**config.mk**
```make
export PLATFORM = sky130hd
export DESIGN_NAME = pca_regs
export DESIGN_NICKNAME = d
export VERILOG_FILES = /design/src/hw/rtl/pca_pkg.sv /design/src/hw/rtl/pca_regs.sv
export SDC_FILE = /design/constraint.sdc
export NUM_CORES = 1
export LEC_CHECK = 0
export BUFFER_PORTS_ARGS = -buffer_cell sky130_fd_sc_hd__buf_2
export CAP_MARGIN = 10
export CORE_ASPECT_RATIO = 0.9
export CORE_MARGIN = 3
export CORE_UTILIZATION = 53
export DETAILED_ROUTE_END_ITERATION = 10
export HOLD_SLACK_MARGIN = 0.1
export PLACE_DENSITY_LB_ADDON = 0.1
export SYNTH_ARGS = -nofsm -noshare
export SYNTH_HDL_FRONTEND = slang
export SYNTH_SLANG_ARGS = --single-unit
```
**constraint.sdc**
```tcl
create_clock -name clk -period 3.6 [get_ports clk]
set_clock_uncertainty 0.15 [all_clocks]
set_input_delay 0.18 -clock clk [delete_from_list [all_inputs] [get_ports clk]]
set_output_delay 0.18 -clock clk [all_outputs]
set_load 0.05 [all_outputs]
```
**src/hw/rtl/pca_pkg.sv**
```systemverilog
// package: widths, types and register codes for the closest approach block
`timescale 1ns / 1ps
package pca_pkg;
  localparam int CoordW = 24;
  localparam int FracBits = 16;
  localparam int FracW = FracBits + 1;
  localparam int IndexW = 20;
  localparam int PeriodW = 16;
  localparam int TimeW = 36;
  localparam int MissW = 25;
  localparam int DistW = 52;
  localparam int ProdW = 54;
  localparam logic [IndexW-1:0] IndexMax = {IndexW{1'b1}};

  localparam logic [1:0] RegTargetX = 2'd0;
  localparam logic [1:0] RegTargetY = 2'd1;
  localparam logic [1:0] RegTargetZ = 2'd2;
  localparam logic [1:0] RegPeriod = 2'd3;

  typedef logic signed [CoordW-1:0] coord_t;

  typedef struct packed {
    coord_t tx;
    coord_t ty;
    coord_t tz;
    logic [PeriodW-1:0] period;
  } cfg_t;
endpackage

```
**src/hw/rtl/pca_regs.sv**
```systemverilog
// configuration register file on the apb-style port
`timescale 1ns / 1ps
module pca_regs (
  input  logic clk,
  input  logic rst,
  input  logic psel,
  input  logic penable,
  input  logic pwrite,
  input  logic [3:0] paddr,
  input  logic [31:0] pwdata,
  output logic [31:0] prdata,
  output logic pready,
  output pca_pkg::cfg_t cfg
);
  logic [1:0] idx;
  assign idx = paddr[3:2];
  assign pready = 1'b1;

  always_ff @(posedge clk) begin
    if (rst) begin
      cfg.tx <= '0;
      cfg.ty <= '0;
      cfg.tz <= '0;
      cfg.period <= 16'd4000;
    end else if (psel && penable && pwrite) begin
      unique case (idx)
        pca_pkg::RegTargetX: cfg.tx <= pwdata[23:0];
        pca_pkg::RegTargetY: cfg.ty <= pwdata[23:0];
        pca_pkg::RegTargetZ: cfg.tz <= pwdata[23:0];
        pca_pkg::RegPeriod: cfg.period <= pwdata[15:0];
        default: ;
      endcase
    end
  end

  always_comb begin
    unique case (idx)
      pca_pkg::RegTargetX: prdata = {{8{cfg.tx[23]}}, cfg.tx};
      pca_pkg::RegTargetY: prdata = {{8{cfg.ty[23]}}, cfg.ty};
      pca_pkg::RegTargetZ: prdata = {{8{cfg.tz[23]}}, cfg.tz};
      pca_pkg::RegPeriod: prdata = {16'd0, cfg.period};
      default: prdata = '0;
    endcase
  end
endmodule

```
==> out/summary.txt, run 1 <==
Vertical die dimension: 90.7 um
Pwr/cell area: 375 mW/mm^2
Critical path class: in -> out
Starting density of the core: 0.552
Critical Path Sink: prdata[30]
Final period utilization: 0.670
Largest fanout on the critical path: 30
GRT Overall Usage: 0.225
Core footprint: 0.00766 mm^2
Status: completed
Number of antenna violations at the first check in global routing: 0
Dpl cells: 595
Worst Setup End Kind: output port
Startpoint class of the critical path: primary input
Static Leak: 2.77 nW
Maximum clock insertion buffer count: 2
Max-cap check violation count: 0
DRT antenna net count: 0
Summed instance area of the synthesized netlist: 0.00423 mm^2
Worst reg2reg startpoint: cfg[8]$_SDFFE_PP1P_
Data arrival time of the worst path: 2.08 ns
Number of warnings issued by yosys: 0
Total negative setup slack: 0 ns
Number of clock buffers inserted by TritonCTS: 9
Biggest register: cfg
Smallest hold slack: 0.248 ns
Vias in the first global route: 3,236
Most area-consuming cells after synthesis: sky130_fd_sc_hd__dfxtp_1 (42%), sky130_fd_sc_hd__mux2i_1 (23%), sky130_fd_sc_hd__nand2b_1 (16%)
Count of nets after finishing: 575
Pin slew with the least headroom to its limit: 0.962 ns
Largest register FFs: 88
Post-synthesis register bit count: 88
Top Ports: 162
Path type of the worst min-delay path: in -> reg
GRT Residual Overflow: 0
Unrepaired setup endpoints after global routing: false
Count of antenna diodes in the layout: 0
Net count after synthesis: 422
Area fraction of the dominant cell type after synthesis: 0.417
Maximum number of pins on one net before global-route repair: 50
Sequential element share of the synthesized area: 0.417
Commonest non-fill, non-tap cell in the layout: sky130_fd_sc_hd__buf_2
Hold Vio Cnt, Final: 0
Share of post-route cells with drive strength above 1: 0.358
Site Rows: 30
Max-slew violations: 0
Largest registers ranked by flip-flop count: cfg: 88 flops
Num Clock Sinks: 88
First-iteration detailed-routing DRC count: 67
Worst-skew pair later-pin latency: 0.35 ns
Clock transition at path regs: 0.09 ns
Routability Congestion: 0.781
P&R area growth vs syn: 26.5%
DRT Wirelength: 10,100 um
CTS root buffer: sky130_fd_sc_hd__clkbuf_8
Count of fill cells added during filler insertion: 608
Worst max-slew margin expressed relative to the limit: 0.357
Vias/cell: 5.19
Finish-stage setup viols: 0
TritonRoute pass-1 iters: 4
Data required time at the worst endpoint: 3.27 ns
Cell taking the most area after synthesis: sky130_fd_sc_hd__dfxtp_1
Reg-to-reg critical path endpoint: cfg[8]$_SDFFE_PP1P_
Port Buf Inserts: 150
Minimum setup slack among reg-to-reg paths: 2.79 ns
Library cells used by synthesis: 22
Peak clock frequency supported by timing: 415 MHz
Gate count of the mapped netlist: 381
Average footprint of a synthesized cell: 11.1 um^2
Total design power: 2.00 mW
Maximum vdd drop: 0.000277 V
Most frequent cells in the layout: sky130_fd_sc_hd__buf_2 (150), sky130_fd_sc_hd__nand2b_1 (106), sky130_fd_sc_hd__mux2i_1 (96), sky130_fd_sc_hd__dfxtp_1 (88), sky130_fd_sc_hd__dlygate4sd3_1 (24)
Via Count: 3,295
Die Footprint: 0.00908 mm^2
Clock period minus final worst setup slack: 2.41 ns
Chip width: 100 um
First-pass GRT wire length: 16,400 um
Average detailed-routed wire length per instance: 16.0 um
Non-filler instance count after layout: 635
Level count of the clock H-tree: 3
HPWL reported at the end of detailed placement: 6920 um
Reg2Reg Depth: 2
Clock tree from TritonCTS: built
Critical path launch point: paddr[3]
Number of remaining DRC errors: 0
cells in the mapped netlist:
master,n
sky130_fd_sc_hd__nand3_4,1
sky130_fd_sc_hd__nand2b_1,106
sky130_fd_sc_hd__nand3_2,1
sky130_fd_sc_hd__nor2_1,12
sky130_fd_sc_hd__mux4_2,16
sky130_fd_sc_hd__or3_4,1
sky130_fd_sc_hd__nor3_4,1
sky130_fd_sc_hd__conb_1,1
sky130_fd_sc_hd__nand3b_4,1
sky130_fd_sc_hd__nor3b_2,1
sky130_fd_sc_hd__nand2_4,1
sky130_fd_sc_hd__clkbuf_1,11
sky130_fd_sc_hd__o21ai_1,6
sky130_fd_sc_hd__nand2_1,8
sky130_fd_sc_hd__buf_6,7
sky130_fd_sc_hd__dfxtp_1,88
sky130_fd_sc_hd__nor2b_1,1
sky130_fd_sc_hd__buf_4,14
sky130_fd_sc_hd__mux2i_1,96
sky130_fd_sc_hd__o21ai_0,2
sky130_fd_sc_hd__buf_2,5
sky130_fd_sc_hd__and3_1,1
logic make-up (layout without fill, tap and decap cells):
group                  Yosys count  count (layout)  share of synthesized area
AO/OA/AOI/OAI                    8               8                    0.00947
buffers and inverters           37             195                     0.0592
flip-flops                      88              88                      0.417
multiplexers                   112             112                      0.313
other                            1               1                   0.000887
AND/OR/NAND/NOR                135             135                      0.201
per-stage QoR:
stage	worst slack [ns]	area [um^2]	utilization
after floorplan	0.572	4230	-
after global placement	1.26	4880	0.638
after detailed placement	1.18	4880	0.638
after CTS	1.18	5350	0.698
after global routing	1.05	5350	0.698
final	1.19	5350	0.698
what timing repair did:
item	CTS	global route
endpoints found under the hold margin	88	0
hold buffers	24	0
setup buffers	0	0
resized for setup	0	0
metal layers:
layer / wire [um] / GRT usage
met5: 0 / 0
met4: 123 / 0.0617
met3: 629 / 0.0625
met2: 5070 / 0.384
met1: 4320 / 0.276
report_power, final:
group	switching, mW	leakage, nW	internal [mW]	total (mW)
clock network	0.343	0.106	0.409	0.752
logic	0.159	1.96	0.0975	0.256
registers	0.00986	0.711	0.985	0.995
cell type report:
cell class              instances  area [um^2]  share of cell area
multi-input cells             256         2210               0.414
flip-flops and latches         88         1760               0.330
repair buffers                179         1030               0.192
clock buffers                  11          141              0.0264
well taps                      96          120              0.0225
clock inverters                 5         80.1              0.0150
how the worst min path moves through the flow:
stage	start	to	slack, ns	depth (start not counted)
floorplan	pwdata[10]	cfg[10]$_SDFFE_PP1P_	0.19	2
global placement	pwdata[7]	cfg[7]$_SDFFE_PP1P_	0.29	3
detailed placement	pwdata[10]	cfg[10]$_SDFFE_PP1P_	0.31	3
CTS	penable	cfg[70]$_SDFFE_PP0P_	0.23	4
global route	penable	cfg[67]$_SDFFE_PP0P_	0.24	4
finish	penable	cfg[70]$_SDFFE_PP0P_	0.25	4
worst max-delay path: stages:
cell and delay, ns:
sky130_fd_sc_hd__buf_2 0.63, sky130_fd_sc_hd__nor2b_1 0.33, sky130_fd_sc_hd__buf_4 0.23, sky130_fd_sc_hd__nand2_1 0.06, sky130_fd_sc_hd__o21ai_0 0.25, sky130_fd_sc_hd__buf_2 0.39
Note: power is estimated with default switching activity, not from simulation.
==> inputs of run 2 (changes only) <==
--- a/config.mk
+++ b/config.mk
@@ -5,11 +5,12 @@
 export SDC_FILE = /design/constraint.sdc
 export NUM_CORES = 1
 export LEC_CHECK = 0
+export ABC_AREA = 1
 export BUFFER_PORTS_ARGS = -buffer_cell sky130_fd_sc_hd__buf_2
 export CAP_MARGIN = 10
 export CORE_ASPECT_RATIO = 0.9
 export CORE_MARGIN = 3
-export CORE_UTILIZATION = 53
+export CORE_UTILIZATION = 49
 export DETAILED_ROUTE_END_ITERATION = 10
 export HOLD_SLACK_MARGIN = 0.1
 export PLACE_DENSITY_LB_ADDON = 0.1
==> constraint.sdc (replaced) <==
create_clock -name clk -period 2.52 [get_ports clk]
set_clock_uncertainty 0.15 [all_clocks]
set_input_delay 0.126 -clock clk [delete_from_list [all_inputs] [get_ports clk]]
set_output_delay 0.126 -clock clk [all_outputs]
set_load 0.05 [all_outputs]
==> out/summary.txt, run 2 <==
Status: completed
Level count of the clock H-tree: 3
CTS root buffer: sky130_fd_sc_hd__clkbuf_8
Crit path cell chain: dlygate4sd3_1 -> buf_2 -> inv_1 -> nor2_4 -> buf_4 -> nand2_1 -> nand4_1 -> buf_2
Site Rows: 31
Reg2Reg Depth: 2
Synthesized-area fraction occupied by and/or/nand/nor cells: 0.472
Top post-synthesis cells by count: sky130_fd_sc_hd__nand2_1 (188), sky130_fd_sc_hd__nor2_1 (166), sky130_fd_sc_hd__nand3_1 (96)
Delay of the slowest cell on the worst path: 0.54 ns
Number of remaining DRC errors: 0
Most used cell along the critical path: sky130_fd_sc_hd__buf_2
Minimum setup slack among reg-to-reg paths: 1.72 ns
Commonest non-fill, non-tap cell in the layout: sky130_fd_sc_hd__nand2_1
Clock tree from TritonCTS: built
Finish-stage setup viols: 0
Post-cts resize count: 0
Static Leak: 2.69 nW
Max-cap check violation count: 0
Total negative setup slack: 0 ns
Main combinational cell family by area after synthesis: simple AND/OR/NAND/NOR gates
Critical path launch point: paddr[2]
Largest register FFs: 88
Average footprint of a synthesized cell: 6.55 um^2
Average detailed-routed wire length per instance: 13.4 um
Chip width: 104 um
Num Clock Sinks: 88
Worst Setup End Kind: output port
Fraction of the mapped netlist area in adder cells: 0
Maximum number of pins on one net before global-route repair: 53
Proportion of register bits with asynchronous set or reset after synthesis: 0
Library cells used by synthesis: 16
Vias/cell: 4.91
Summed instance area of the synthesized netlist: 0.00421 mm^2
Number of antenna violations at the first check in global routing: 0
Worst max-slew margin expressed relative to the limit: 0.498
Biggest register: cfg
Worst-skew pair later-pin latency: 0.34 ns
Post-synthesis register bit count: 88
Starting density of the core: 0.514
Worst reg2reg startpoint: cfg[51]$_SDFFE_PP0P_
Share of post-route cells with drive strength above 1: 0.236
Largest registers ranked by flip-flop count: cfg: 88 flops
Top Ports: 162
Number of clock buffers inserted by TritonCTS: 9
First-pass GRT wire length: 19,500 um
Count of antenna diodes in the layout: 0
Number of warnings issued by yosys: 0
GRT Residual Overflow: 0
DRT antenna net count: 0
Routability Congestion: 0.829
Most area-consuming cells after synthesis: sky130_fd_sc_hd__dfxtp_1 (42%), sky130_fd_sc_hd__nand2_1 (17%), sky130_fd_sc_hd__nor2_1 (15%)
Setup slack after placement: 0.761 ns
Count of fill cells added during filler insertion: 757
Endpoint of the worst hold-timing path: cfg[11]$_SDFFE_PP1P_
Unrepaired setup endpoints after global routing: false
First-iteration detailed-routing DRC count: 137
Via Count: 4,449
Area of all placed cells without fillers: 0.00535 mm^2
GRT Overall Usage: 0.244
Hold Path Stages: 3
Most common flop cell mapped by yosys: sky130_fd_sc_hd__dfxtp_1
Clock period minus final worst setup slack: 2.35 ns
Count of nets after finishing: 828
EDFF count, synth: 0
P&R area growth vs syn: 27.1%
Dpl cell area: 0.00488 mm^2
Gate count of the mapped netlist: 642
Core footprint: 0.00818 mm^2
Final period utilization: 0.931
Maximum clock insertion buffer count: 2
Critical path class: in -> out
Area fraction of the dominant cell type after synthesis: 0.419
Cell with the most instances after synthesis: sky130_fd_sc_hd__nand2_1
Share of the synthesized area in compound gates (AO/OA/AOI/OAI): 0
Data arrival time of the worst path: 2.07 ns
Reg-to-reg critical path endpoint: cfg[51]$_SDFFE_PP0P_
Pwr/cell area: 566 mW/mm^2
Clock transition at path regs: 0.09 ns
Vias in the first global route: 4,071
Most frequent cells in the layout: sky130_fd_sc_hd__nand2_1 (188), sky130_fd_sc_hd__nor2_1 (164), sky130_fd_sc_hd__buf_2 (150), sky130_fd_sc_hd__nand3_1 (96), sky130_fd_sc_hd__dfxtp_1 (88)
Data required time at the worst endpoint: 2.24 ns
Hold Vio Cnt, Final: 0
Pin slew with the least headroom to its limit: 0.751 ns
Mux contribution to synthesized area: 0
TritonRoute pass-1 iters: 4
Die Footprint: 0.00974 mm^2
Path type of the worst min-delay path: in -> reg
Port Buf Inserts: 150
Vertical die dimension: 93.9 um
Max-slew violations: 0
Net count after synthesis: 683
Peak clock frequency supported by timing: 426 MHz
Startpoint class of the critical path: primary input
Final critical-path setup slack: 0.173 ns
Cell taking the most area after synthesis: sky130_fd_sc_hd__dfxtp_1
Sequential element share of the synthesized area: 0.419
Worst path slowest cell: sky130_fd_sc_hd__dlygate4sd3_1
DRT Wirelength: 12,100 um
HPWL reported at the end of detailed placement: 7650 um
Startpoint of the worst hold path: rst
Largest fanout on the critical path: 19
Maximum vdd drop: 0.000339 V
Area share of xor/xnor cells in the synthesized design: 0
## run 2: cell types whose count changed after synthesis, sizes merged, moves of 8 or more
| cell | before | now |
|---|---|---|
| nand3 | 2 | 97 |
| nand2 | 9 | 188 |
| clkbuf | 11 | 1 |
| o21ai | 8 | 0 |
| mux2i | 96 | 0 |
| mux4 | 16 | 0 |
| nand2b | 106 | 0 |
| nor2 | 12 | 172 |
| buf | 26 | 50 |
| nand4 | 0 | 16 |
| inv | 0 | 29 |
## run 2: worst max path at each step
stage	to	slack (ns)	cells after the start
floorplan	prdata[24]	0.64	3
CTS	prdata[8]	0.21	8
finish	prdata[5]	0.17	8
global route	prdata[8]	0.07	8
detailed placement	prdata[8]	0.76	7
global placement	prdata[10]	0.80	7
## run 2: area by class of cell
cell class / count / area [um^2] / share of cell area
Multi-Input combinational cell: 474 / 2010 / 0.376
Tap cell: 115 / 144 / 0.0269
Clock buffer: 10 / 138 / 0.0257
Timing Repair Buffer: 185 / 1100 / 0.206
Sequential cell: 88 / 1760 / 0.329
Inverter: 29 / 109 / 0.0204
Clock inverter: 5 / 81.3 / 0.0152
## run 2: kinds of logic (layout without fill, tap and decap cells)
family / after synthesis / count (layout)
buffers and inverters: 80 / 229
flip-flops: 88 / 88
other: 1 / 1
AND/OR/NAND/NOR: 473 / 473
## run 2: power by group
part / switching, mW / leakage, nW / internal [mW]
logic: 0.370 / 1.87 / 0.142
clock network: 0.490 / 0.108 / 0.580
registers: 0.0241 / 0.712 / 1.42
total: 0.883 / 2.69 / 2.14
## run 2: timing repair
item,in CTS,in global routing
endpoints found under the setup margin,0,0
buffers inserted,0,0
hold endpoints to repair,88,0
hold buffers,25,0
## run 2: worst max-delay path, delay by kind of cell
kind	cells	cell delay (ns)
buf+inv	5	1.44
simple gates	3	0.48
## run 2: through the flow
| stage | total power, mW | cells | hold slack [ns] | utilization |
|---|---|---|---|---|
| after floorplan | 1.84 | 642 | 0.102 | - |
| final | 3.03 | 906 | 0.137 | 0.653 |
| after CTS | 3.05 | 906 | 0.128 | 0.653 |
| after global placement | 1.95 | 866 | 0.203 | 0.596 |
| after detailed placement | 1.96 | 866 | 0.210 | 0.596 |
| after global routing | 3.15 | 906 | 0.146 | 0.653 |
## run 2: layer usage
metal  vias to the layer above  share of wire  routed length, um  track usage
met5                         -              0                  0            0
li1                       2278              -                  -            -
met3                        20          0.062                747       0.0570
met1                      1992           0.44               5380        0.294
met4                         0          0.017                211       0.0886
met2                       159           0.48               5780        0.430
